[src/design/ptp_pkg.sv]
// ptp_pkg: shared constants, codes and control types for the perceptron block
// no dependencies; imported by ptp_mul_unit, ptp_ctrl, perceptron_train_predict and tb
package ptp_pkg;

    localparam int MAX_FEATURES = 8;

    localparam int POS_W  = $clog2(MAX_FEATURES + 1);
    localparam int IDX_W  = (MAX_FEATURES > 1) ? $clog2(MAX_FEATURES) : 1;
    localparam int MUL_A_W = 17;
    localparam int MUL_B_W = 33;
    localparam int PROD_W = MUL_A_W + MUL_B_W;
    localparam int ACC_W  = PROD_W + $clog2(MAX_FEATURES + 1);
    localparam logic [15:0] ETA_RESET = 16'd655;
    localparam logic [15:0] ERR_MAX = 16'hFFFF;

    typedef enum logic [1:0] {
        KIND_PREDICT = 2'd0,
        KIND_TRAIN   = 2'd1,
        KIND_EPOCH   = 2'd2,
        KIND_CLEAR   = 2'd3
    } kind_t;

    typedef enum logic [2:0] {
        ST_IDLE,
        ST_ACC,
        ST_DECIDE,
        ST_REPORT,
        ST_UPD_MUL,
        ST_UPD_ADD,
        ST_UPD_BIAS
    } state_t;

    typedef struct packed {
        logic  in_valid;
        logic  in_last;
        kind_t kind;
        logic  pos_full;
        logic  pos_zero;
        logic  last_held;
        logic  out_free;
        logic  train_err;
        logic  upd_done;
    } status_t;

    typedef struct packed {
        logic in_ready;
        logic buf_write;
        logic mul_acc;
        logic acc_add;
        logic emit_pred;
        logic emit_report;
        logic start_update;
        logic mul_upd;
        logic weight_add;
        logic bias_add;
        logic vec_clear;
        logic weights_clear;
    } ctrl_t;

endpackage

[src/design/ptp_mul_unit.sv]
// ptp_mul_unit: shared signed multiplier with registered product
// depends on ptp_pkg for operand and product widths
module ptp_mul_unit (
    input  logic                                 clk,
    input  logic                                 load,
    input  logic signed [ptp_pkg::MUL_A_W-1:0]   a,
    input  logic signed [ptp_pkg::MUL_B_W-1:0]   b,
    output logic signed [ptp_pkg::PROD_W-1:0]    prod
);
    import ptp_pkg::*;

    logic signed [PROD_W-1:0] prod_reg;
    logic signed [PROD_W-1:0] prod_next;

    always_comb
    begin
        prod_next = prod_reg;
        if (load)
        begin
            prod_next = a * b;
        end
    end

    always_ff @(posedge clk)
    begin
        prod_reg <= prod_next;
    end

    assign prod = prod_reg;

endmodule

[src/design/ptp_ctrl.sv]
// ptp_ctrl: sequencer for feature accumulation, decision and weight update
// depends on ptp_pkg for state, status and control types
module ptp_ctrl (
    input  logic              clk,
    input  logic              rst_n,
    input  ptp_pkg::status_t  status,
    output ptp_pkg::ctrl_t    ctl
);
    import ptp_pkg::*;

    state_t state_reg;
    state_t state_next;

    always_ff @(posedge clk or negedge rst_n)
    begin
        if (!rst_n)
        begin
            state_reg <= ST_IDLE;
        end
        else
        begin
            state_reg <= state_next;
        end
    end

    // next state
    always_comb
    begin
        state_next = state_reg;
        case (state_reg)
            ST_IDLE:
            begin
                if (status.in_valid)
                begin
                    case (status.kind)
                        KIND_EPOCH:
                        begin
                            state_next = ST_REPORT;
                        end
                        KIND_CLEAR:
                        begin
                            state_next = ST_IDLE;
                        end
                        default:
                        begin
                            if (!status.pos_full)
                            begin
                                state_next = ST_ACC;
                            end
                            else if (status.in_last)
                            begin
                                state_next = ST_DECIDE;
                            end
                        end
                    endcase
                end
            end
            ST_ACC:
            begin
                state_next = status.last_held ? ST_DECIDE : ST_IDLE;
            end
            ST_DECIDE:
            begin
                if (status.out_free)
                begin
                    if (!status.train_err)
                    begin
                        state_next = ST_IDLE;
                    end
                    else if (status.pos_zero)
                    begin
                        state_next = ST_UPD_BIAS;
                    end
                    else
                    begin
                        state_next = ST_UPD_MUL;
                    end
                end
            end
            ST_REPORT:
            begin
                if (status.out_free)
                begin
                    state_next = ST_IDLE;
                end
            end
            ST_UPD_MUL:
            begin
                state_next = ST_UPD_ADD;
            end
            ST_UPD_ADD:
            begin
                state_next = status.upd_done ? ST_UPD_BIAS : ST_UPD_MUL;
            end
            ST_UPD_BIAS:
            begin
                state_next = ST_IDLE;
            end
            default:
            begin
                state_next = ST_IDLE;
            end
        endcase
    end

    // control outputs
    always_comb
    begin
        ctl = '0;
        case (state_reg)
            ST_IDLE:
            begin
                ctl.in_ready = 1'b1;
                if (status.in_valid)
                begin
                    case (status.kind)
                        KIND_EPOCH:
                        begin
                            ctl.vec_clear = 1'b0;
                        end
                        KIND_CLEAR:
                        begin
                            ctl.weights_clear = 1'b1;
                            ctl.vec_clear     = 1'b1;
                        end
                        default:
                        begin
                            if (!status.pos_full)
                            begin
                                ctl.buf_write = 1'b1;
                                ctl.mul_acc   = 1'b1;
                            end
                        end
                    endcase
                end
            end
            ST_ACC:
            begin
                ctl.acc_add = 1'b1;
            end
            ST_DECIDE:
            begin
                if (status.out_free)
                begin
                    ctl.emit_pred = 1'b1;
                    if (status.train_err)
                    begin
                        ctl.start_update = 1'b1;
                    end
                    else
                    begin
                        ctl.vec_clear = 1'b1;
                    end
                end
            end
            ST_REPORT:
            begin
                ctl.emit_report = status.out_free;
            end
            ST_UPD_MUL:
            begin
                ctl.mul_upd = 1'b1;
            end
            ST_UPD_ADD:
            begin
                ctl.weight_add = 1'b1;
            end
            ST_UPD_BIAS:
            begin
                ctl.bias_add  = 1'b1;
                ctl.vec_clear = 1'b1;
            end
            default:
            begin
                ctl = '0;
            end
        endcase
    end

endmodule

[src/design/perceptron_train_predict.sv]
// perceptron_train_predict: fixed-point perceptron with learning-rule update
// depends on ptp_pkg, ptp_mul_unit and ptp_ctrl
//
// A feature transfer (kind 0 or 1) forms feature times weight in the shared 17x33
// multiplier in the accept cycle, and the next cycle adds it to the net input. A feature
// beyond the buffer is dropped. The closing feature then passes through a decision state,
// which waits while the output register still holds an untaken result. A training vector
// that mispredicts at nonzero eta then runs a multiplier step and a round and saturating
// add step for each buffered feature, then a bias step, on its last transfer. An epoch
// close passes through a report state, and a clear completes in its accept cycle. The
// block is not ready while an item is in work; results leave through an output register.
module perceptron_train_predict (
    input  logic        clk,
    input  logic        rst_n,
    input  logic        cfg_valid,
    output logic        cfg_ready,
    input  logic [15:0] cfg_data,
    input  logic        in_valid,
    output logic        in_ready,
    input  logic [1:0]  kind,
    input  logic [15:0] feature_value,
    input  logic        label,
    input  logic        last_feature,
    output logic        out_valid,
    input  logic        out_ready,
    output logic        prediction,
    output logic [15:0] error_count,
    output logic        is_epoch_report
);
    import ptp_pkg::*;

    function automatic logic signed [31:0] sat32(input logic signed [33:0] v);
        logic signed [31:0] r;
        if (v[33:31] == 3'b000 || v[33:31] == 3'b111)
        begin
            r = v[31:0];
        end
        else if (v[33])
        begin
            r = 32'sh8000_0000;
        end
        else
        begin
            r = 32'sh7FFF_FFFF;
        end
        return r;
    endfunction

    status_t status;
    ctrl_t   ctl;

    logic [15:0]              learning_rate_reg;
    logic signed [31:0]       weights_reg [MAX_FEATURES+1];
    logic signed [15:0]       feature_buffer_reg [MAX_FEATURES];
    logic signed [ACC_W-1:0]  acc_reg;
    logic signed [ACC_W-1:0]  acc_next;
    logic [POS_W-1:0]         pos_reg;
    logic [POS_W-1:0]         pos_next;
    logic [POS_W-1:0]         upd_idx_reg;
    logic [POS_W-1:0]         upd_idx_next;
    logic [15:0]              errors_reg;
    logic [15:0]              errors_next;
    kind_t                    kind_reg;
    logic                     label_reg;
    logic                     last_reg;
    logic                     pred_reg;
    logic                     out_valid_reg;
    logic                     out_valid_next;
    logic                     prediction_reg;
    logic [15:0]              error_count_reg;
    logic                     is_epoch_report_reg;

    logic                      in_fire;
    logic [POS_W-1:0]          w_rd_addr;
    logic signed [31:0]        w_rd;
    logic signed [31:0]        w0;
    logic signed [15:0]        buf_rd;
    logic signed [MUL_A_W-1:0] buf_ext;
    logic signed [MUL_A_W-1:0] buf_mag;
    logic signed [MUL_A_W-1:0] mul_a;
    logic signed [MUL_B_W-1:0] mul_b;
    logic signed [PROD_W-1:0]  prod;
    logic signed [ACC_W-1:0]   net;
    logic                      pred_now;
    logic [31:0]               rnd;
    logic signed [33:0]        w_ext;
    logic signed [33:0]        r_ext;
    logic signed [33:0]        w_sum;
    logic signed [33:0]        w0_ext;
    logic signed [33:0]        eta_ext;
    logic signed [33:0]        b_sum;
    logic                      delta_neg;

    assign cfg_ready = 1'b1;
    assign in_fire   = in_valid && ctl.in_ready;
    assign in_ready  = ctl.in_ready;

    // sequencer
    assign status.in_valid  = in_valid;
    assign status.in_last   = last_feature;
    assign status.kind      = kind_t'(kind);
    assign status.pos_full  = (pos_reg >= POS_W'(MAX_FEATURES));
    assign status.pos_zero  = (pos_reg == '0);
    assign status.last_held = last_reg;
    assign status.out_free  = !out_valid_reg || out_ready;
    assign status.train_err = (kind_reg == KIND_TRAIN) && (label_reg != pred_now)
                              && (learning_rate_reg != '0);
    assign status.upd_done  = ((upd_idx_reg + POS_W'(1)) == pos_reg);

    ptp_ctrl u_ctrl (
        .clk    (clk),
        .rst_n  (rst_n),
        .status (status),
        .ctl    (ctl)
    );

    // operand selection for the shared multiplier
    assign w_rd_addr = ctl.mul_acc ? (pos_reg + POS_W'(1)) : (upd_idx_reg + POS_W'(1));
    assign w_rd      = weights_reg[w_rd_addr];
    assign w0        = weights_reg[0];
    assign buf_rd    = feature_buffer_reg[upd_idx_reg[IDX_W-1:0]];
    assign buf_ext   = {buf_rd[15], buf_rd};
    assign buf_mag   = buf_rd[15] ? -buf_ext : buf_ext;

    assign mul_a = ctl.mul_acc ? {feature_value[15], feature_value} : buf_mag;
    assign mul_b = ctl.mul_acc ? {w_rd[31], w_rd} : {17'd0, learning_rate_reg};

    ptp_mul_unit u_mul (
        .clk  (clk),
        .load (ctl.mul_acc || ctl.mul_upd),
        .a    (mul_a),
        .b    (mul_b),
        .prod (prod)
    );

    // decision
    assign net      = acc_reg + {{(ACC_W-40){w0[31]}}, w0, 8'd0};
    assign pred_now = !net[ACC_W-1] && (net != '0);

    // weight update: round |eta*x| from Q.24 to Q.16, then apply the sign
    assign rnd       = prod[31:0] + 32'd128;
    assign delta_neg = buf_rd[15] ^ pred_reg;
    assign w_ext     = {{2{w_rd[31]}}, w_rd};
    assign r_ext     = {10'd0, rnd[31:8]};
    assign w_sum     = delta_neg ? (w_ext - r_ext) : (w_ext + r_ext);
    assign w0_ext    = {{2{w0[31]}}, w0};
    assign eta_ext   = {18'd0, learning_rate_reg};
    assign b_sum     = pred_reg ? (w0_ext - eta_ext) : (w0_ext + eta_ext);

    always_comb
    begin
        acc_next     = acc_reg;
        pos_next     = pos_reg;
        upd_idx_next = upd_idx_reg;
        errors_next  = errors_reg;
        if (ctl.acc_add)
        begin
            acc_next = acc_reg + {{(ACC_W-PROD_W){prod[PROD_W-1]}}, prod};
            pos_next = pos_reg + POS_W'(1);
        end
        if (ctl.vec_clear)
        begin
            acc_next = '0;
            pos_next = '0;
        end
        if (ctl.start_update)
        begin
            upd_idx_next = '0;
        end
        else if (ctl.weight_add)
        begin
            upd_idx_next = upd_idx_reg + POS_W'(1);
        end
        if (ctl.weights_clear || ctl.emit_report)
        begin
            errors_next = '0;
        end
        else if (ctl.start_update && errors_reg != ERR_MAX)
        begin
            errors_next = errors_reg + 16'd1;
        end
    end

    always_comb
    begin
        out_valid_next = out_valid_reg;
        if (ctl.emit_pred || ctl.emit_report)
        begin
            out_valid_next = 1'b1;
        end
        else if (out_ready)
        begin
            out_valid_next = 1'b0;
        end
    end

    always_ff @(posedge clk or negedge rst_n)
    begin
        if (!rst_n)
        begin
            learning_rate_reg <= ETA_RESET;
            acc_reg           <= '0;
            pos_reg           <= '0;
            upd_idx_reg       <= '0;
            errors_reg        <= '0;
            out_valid_reg     <= 1'b0;
            for (int i = 0; i <= MAX_FEATURES; i++)
            begin
                weights_reg[i] <= '0;
            end
        end
        else
        begin
            if (cfg_valid)
            begin
                learning_rate_reg <= cfg_data;
            end
            acc_reg       <= acc_next;
            pos_reg       <= pos_next;
            upd_idx_reg   <= upd_idx_next;
            errors_reg    <= errors_next;
            out_valid_reg <= out_valid_next;
            if (ctl.weights_clear)
            begin
                for (int i = 0; i <= MAX_FEATURES; i++)
                begin
                    weights_reg[i] <= '0;
                end
            end
            else
            begin
                if (ctl.weight_add)
                begin
                    weights_reg[w_rd_addr] <= sat32(w_sum);
                end
                if (ctl.bias_add)
                begin
                    weights_reg[0] <= sat32(b_sum);
                end
            end
        end
    end

    // payload registers
    always_ff @(posedge clk)
    begin
        if (in_fire)
        begin
            kind_reg  <= kind_t'(kind);
            label_reg <= label;
            last_reg  <= last_feature;
        end
        if (ctl.buf_write)
        begin
            feature_buffer_reg[pos_reg[IDX_W-1:0]] <= feature_value;
        end
        if (ctl.emit_pred)
        begin
            pred_reg            <= pred_now;
            prediction_reg      <= pred_now;
            error_count_reg     <= '0;
            is_epoch_report_reg <= 1'b0;
        end
        else if (ctl.emit_report)
        begin
            prediction_reg      <= 1'b0;
            error_count_reg     <= errors_reg;
            is_epoch_report_reg <= 1'b1;
        end
    end

    assign out_valid       = out_valid_reg;
    assign prediction      = prediction_reg;
    assign error_count     = error_count_reg;
    assign is_epoch_report = is_epoch_report_reg;

endmodule

[config.mk]
export PLATFORM = sky130hd
export DESIGN_NAME = perceptron_train_predict
export DESIGN_NICKNAME = d
export VERILOG_FILES = /design/src/design/ptp_pkg.sv /design/src/design/ptp_mul_unit.sv /design/src/design/ptp_ctrl.sv /design/src/design/perceptron_train_predict.sv
export SDC_FILE = /design/constraint.sdc
export NUM_CORES = 2
export LEC_CHECK = 0
export BUFFER_PORTS_ARGS = -buffer_cell sky130_fd_sc_hd__buf_2
export CAP_MARGIN = 20
export CORE_MARGIN = 3
export CORE_UTILIZATION = 39
export CTS_CLUSTER_DIAMETER = 30
export DETAILED_ROUTE_END_ITERATION = 6
export GPL_TIMING_DRIVEN = 0
export PLACE_DENSITY = 0.51
export SLEW_MARGIN = 20
export SYNTH_ARGS = -nofsm -noshare
export SYNTH_HDL_FRONTEND = slang
export SYNTH_HIERARCHICAL = 1
export SYNTH_SLANG_ARGS = --single-unit
[constraint.sdc]
create_clock -name clk -period 10.32 [get_ports clk]
set_input_delay 2.064 -clock clk [delete_from_list [all_inputs] [get_ports clk]]
set_output_delay 2.064 -clock clk [all_outputs]
set_load 0.01 [all_outputs]
# After elaboration in Yosys (flattened, before gate mapping)
# Memories as Yosys holds them, arrays and structs flattened.
# Cells that the tools add are included.
op_classes:
  addsub: 11
  multipliers: 1
  n_div: 0
  n_lt_le_gt_ge: 3
  eq_ne: 18
  shift: 0
  muxes: 66
  n_bitwise: 2
  reduce_logical: 29
ops:
  columns: ["operator", "n"]
  rows:
  - ["288-bit two-way mux", 2]
  - ["32-bit two-way mux", 10]
  - ["288-bit bitwise mux", 1]
  - ["32-bit binary-select mux with 4-bit select", 1]
  - ["32-bit demux with 4-bit select", 1]
  - ["54-bit adder", 2]
  - ["54-bit two-way mux", 2]
  - ["34-bit two-way mux", 2]
  - ["54-bit nonzero test", 1]
  - ["17-bit by 33-bit multiplier with 50-bit output", 1]
  - ["17-bit two-way mux", 2]
  - ["32-bit by 17-bit adder with 33-bit output", 1]
  - ["32-bit by 25-bit adder with 33-bit output", 1]
  - ["33-bit two-way mux", 1]
  - ["32-bit by 17-bit subtractor with 33-bit output", 1]
  - ["32-bit by 25-bit subtractor with 33-bit output", 1]
  - ["32-bit by 8-bit adder with 32-bit output, second input constant", 1]
  - ["16-bit two-way mux", 2]
  - ["3-bit two-way mux", 7]
  - ["1-bit two-way mux", 20]
  - ["4-bit two-way mux", 5]
  - ["3-bit one-hot mux with 6 select lines", 1]
  - ["16-bit negator with 17-bit output", 1]
  - ["16-bit by 1-bit adder with 16-bit output, second input constant", 1]
  - ["other kinds (30)", 62]
totals:
  ff_bits: 459
  latchBits: 0
  ramBits: 128
  rom_bits: 0
  input_bits: 41
  out_inout_bits: 21
  wordCells: 155
  memories: 1
mem_list:
  columns: ["memory", "depth", "word_bits", "rd", "rd_clocked_by_memory_dff", "write_ports", "line_no", "rtl"]
  rows:
  - ["feature_buffer_reg", 8, 16, 1, 0, 1, "perceptron_train_predict.sv:54", "logic signed [15:0] feature_buffer_reg [MAX_FEATURES];"]

# Longest topological paths before layout
depth:
  depth_word: 21
  depth_mapped: 37
  ltp_nobuf: 32

# By module
# The synthesis kept the hierarchy.
by_module_without_submodules:
  columns: ["module", "n_inst", "cells_each", "area_per_inst_um2", "seq_area_each_um2"]
  rows:
  - ["perceptron_train_predict", 1, 3555, 34794.6, 13955.9]
  - ["ptp_mul_unit", 1, 2153, 20641.0, 1501.4]
  - ["ptp_ctrl", 1, 41, 286.5, 75.1]

# Least setup slack after synthesis
# Ideal clock, no wire load.
synth_timing:
  path_type: "input to register"
  start: "in in_valid"
  end: "reg u_mul.prod_reg[49], in the netlist u_mul/prod[49], data pin"
  setup_time_ps: 259
  arrival_ps: 10450
  t_required_ps: 10061
  path_slack_ps: -389
  cell_stages: 32
  n_path_buf: 4
  cell_sequence: "nand2_1 nor3_1 clkbuf_1 nand2_1 nand2_1 buf_1 buf_1 mux4_2 mux2i_1 o21ai_0 nand2_1 o21ai_0 clkbuf_1 nand2_1 fa_1 fa_1 fa_1 inv_1 fa_1 fa_1 inv_1 fa_1 inv_1 ha_1 and4_1 o2111ai_1 o21bai_1 a211o_1 a2111oi_4 nor2_2 o311a_1 a211o_1"
synth_lines:
  columns: ["item", "line_no", "rtl"]
  rows:
  - ["start, declared", "perceptron_train_predict.sv:18", "input logic in_valid,"]
  - ["end signal, assigned", "ptp_mul_unit.sv:26", "prod_reg <= prod_next;"]
  - ["end, declared", "ptp_mul_unit.sv:12", "logic signed [PROD_W-1:0] prod_reg;"]

==> reports/qor.yml <==
largest_reg_flops: 256
die_h_um: 384
tritoncts: "done"
hold_viol_final: 0
grt_max_degree: 95
synth_xor_area_frac: 0.0412
yosysWarnings: 6
finalSetupViolCount: 0
finalCritPeriodShare: 1.00
vias: 45000
die-area_um2: 147000
max_freq_mhz: 96.9
synth_top_family_by_area: "adder cells"
grt_pass1_wl_um: 298000
clock_tree.root_cell: "clkbuf_16"
seq_area_um2: 15500
drive_above_1_share: 0.140
critPathMaxStageDelay_ns: 0.60
period_needed_ns: 10.32
syn_inst: 5749
rsz0062_at_grt: "true"
antenna_found_initial: 12
r2r-start: "upd_idx_reg[0]"
clkSlewWorstSetupHoldPaths_ns: 0.04
maxSlewViolCount: 0
grt_pass1_vias: 45100
drt_iter0_drc: 3516
critPathTopFamily: "adder cells"
synth_ff_type: "dfrtp_1"
drc: 0
required_ns: 10.77
numCtsBuffers: 139
async_flop_share: 0.658
multi_input_area_um2: 37900
synth_fa_ha_area_frac: 0.260
cp_num_buf_inv: 12
hold_start: "weights_reg[218]"
ios: 62
dp_cells: 7712
status: "completed"
fin_hold_ws_ns: 0.468
synth.cell_area_um2: 55700
io_buffers: 59
synth-seq-cells: 587
crit_path_frequent_cell: "fa_1"
finalNetCount: 6901
tightest_slew_ns: 1.14
cts_hold_buf: 0
critPathLaunch: "kind[1]"
gr-total-overflow: 0
synth_compound_area_frac: 0.143
synth_nets: 6618
clk_latency_ns: 0.75
design.core.area_um2: 142000
synth.area.mux_share: 0.0649
gp_congestion: 0.945
finalInstanceArea_um2: 65700
slew_headroom: 0.237
worstSetupPathType: "input pin to flip-flop"
routedWlPerCell_um: 24.8
n_fill_cell: 13500
path_max_fanout: 10
place_area_um2: 58700
endpoint_kind: "flip-flop"
areaGrowthSynthToFinish_pct: 17.9
core.rowCount: 138
cts_buffer_depth: 3
worst_setup_path_start_kind: "input pin"
synth_edf_count: 184
cts_sinks: 587
track_usage: 0.272
cp_slowest_cell: "fa_2"
dp.final_hpwl_um: 158000
r2r_slack_ns: 0.33
layoutNonFillerInstCount: 8039
synthSimpleGateAreaFrac: 0.152
synth.avg_cell_area_um2: 9.69
synth_cell_types: 122
ant_nets: 0
seq_area_frac_synth: 0.279
hold_class: "flip-flop to flip-flop"
die_x_um: 384
drv_cap: 0
start_util: 0.393
cp.arrival_ns: 10.76
drtPass1Iterations: 5
vias_per_cell: 5.60
finClkSkew_ns: 0.0525
routed_wirelength_um: 199000
ctsHtreeMaxLevel: 4
logic make-up after synthesis:
family          after synthesis
compound gates             1206
flops                       587
xor+xnor                    259
buf+inv                     861
other cells                   1
fa+ha+maj                   836
simple gates               1762
mux                         237
final timing paths:
check / end / cells past startpoint
min in group asynchronous: acc_reg[7] / 1
max in group asynchronous: weights_reg[60] / 4
setup reg to reg: u_mul/prod[49] / 30
hold reg to reg: weights_reg[218] / 2
setup / recovery: u_mul/prod[49] / 34
hold / removal: weights_reg[218] / 2
per-stage QoR:
| stage | setup slack, ns | setup TNS [ns] | util |
|---|---|---|---|
| finish | 0.00438 | 0 | 0.463 |
| global route | -0.0819 | -0.185 | 0.463 |
| detailed placement | -4.22 | -140.94 | 0.414 |
| global placement | -5.03 | -707.72 | 0.412 |
| floorplan | 0.000486 | 0 | - |
| CTS | -0.0158 | -0.0158 | 0.459 |
area by class of cell:
class,instances,area share
clock inverter,70,0.0141
buffer,281,0.0265
antenna,7,0.000267
inverter,577,0.0330
multi-input combinational,4301,0.577
timing repair buffer,145,0.0182
clock buffer,181,0.0589
tap,1890,0.0360
sequential,587,0.236
tightest hold or removal path: stages, from the launching register on:
cell and delay [ns]:
dfrtp_1 0.33, nand2_1 0.04, o21ai_0 0.06
Yosys cell counts, types with 13 or more instances:
cell	n	share of area
dfxtp_1	17	0.0061
fa_1	540	0.19
a31oi_1	31	0.0035
nor4_1	13	0.0015
a22o_1	123	0.019
or2_2	20	0.0022
nand2_1	732	0.049
nand4_1	41	0.0046
ha_1	288	0.065
o21bai_1	45	0.0061
inv_1	575	0.039
o21ai_1	17	0.0015
dfrtp_1	380	0.17
o31ai_1	21	0.0028
mux2i_1	110	0.020
buf_2	16	0.0014
buf_1	23	0.0015
edfxtp_1	184	0.099
and4_1	15	0.0024
a21o_1	109	0.015
nand2b_1	48	0.0054
nor2b_1	36	0.0040
mux4_2	96	0.039
xnor2_1	162	0.025
o21ai_0	354	0.032
o211ai_1	22	0.0030
mux2_2	29	0.0059
nor3_1	59	0.0053
a211o_1	14	0.0022
nor2_1	310	0.021
clkbuf_1	225	0.015
and3_1	38	0.0043
o21a_1	36	0.0049
a21oi_1	242	0.022
a211oi_1	36	0.0049
and2_1	275	0.031
or3_1	28	0.0031
xor2_1	94	0.015
nand3_1	77	0.0069
metal layers:
layer,share of wire,GRT usage,wire (um),vias up
met3,0.062,0.0437,12300,325
met1,0.44,0.376,88000,22800
li1,-,-,-,20300
met2,0.45,0.425,90200,1549
met5,0.00023,0,46,-
met4,0.045,0.109,8960,8
repair_timing:
action / in CTS / in global routing
gates cloned: 1 / 1
setup endpoints to repair: 41 / 16
gates resized for setup: 387 / 115
pin swaps: 28 / 37
setup buffers: 44 / 26
cells in the final DEF (no fill, tap or decap), drive strengths merged, types with 41 or more instances in the layout:
cell type  count
edfxtp       184
a22o         123
nand3         77
nor3          61
a21o         111
xor2          94
nor2         315
inv          581
and3          41
nand2b        48
buf          205
clkbuf       398
clkinv        45
o21ai        372
and2         276
dfrtp        380
a21oi        248
nand2        735
o21bai        45
xnor2        164
mux2i        111
ha           288
mux4          96
nand4         46
fa           540
Power is not shown: default switching activity piles up to over one toggle a cycle in this logic, so the estimate is an artifact.
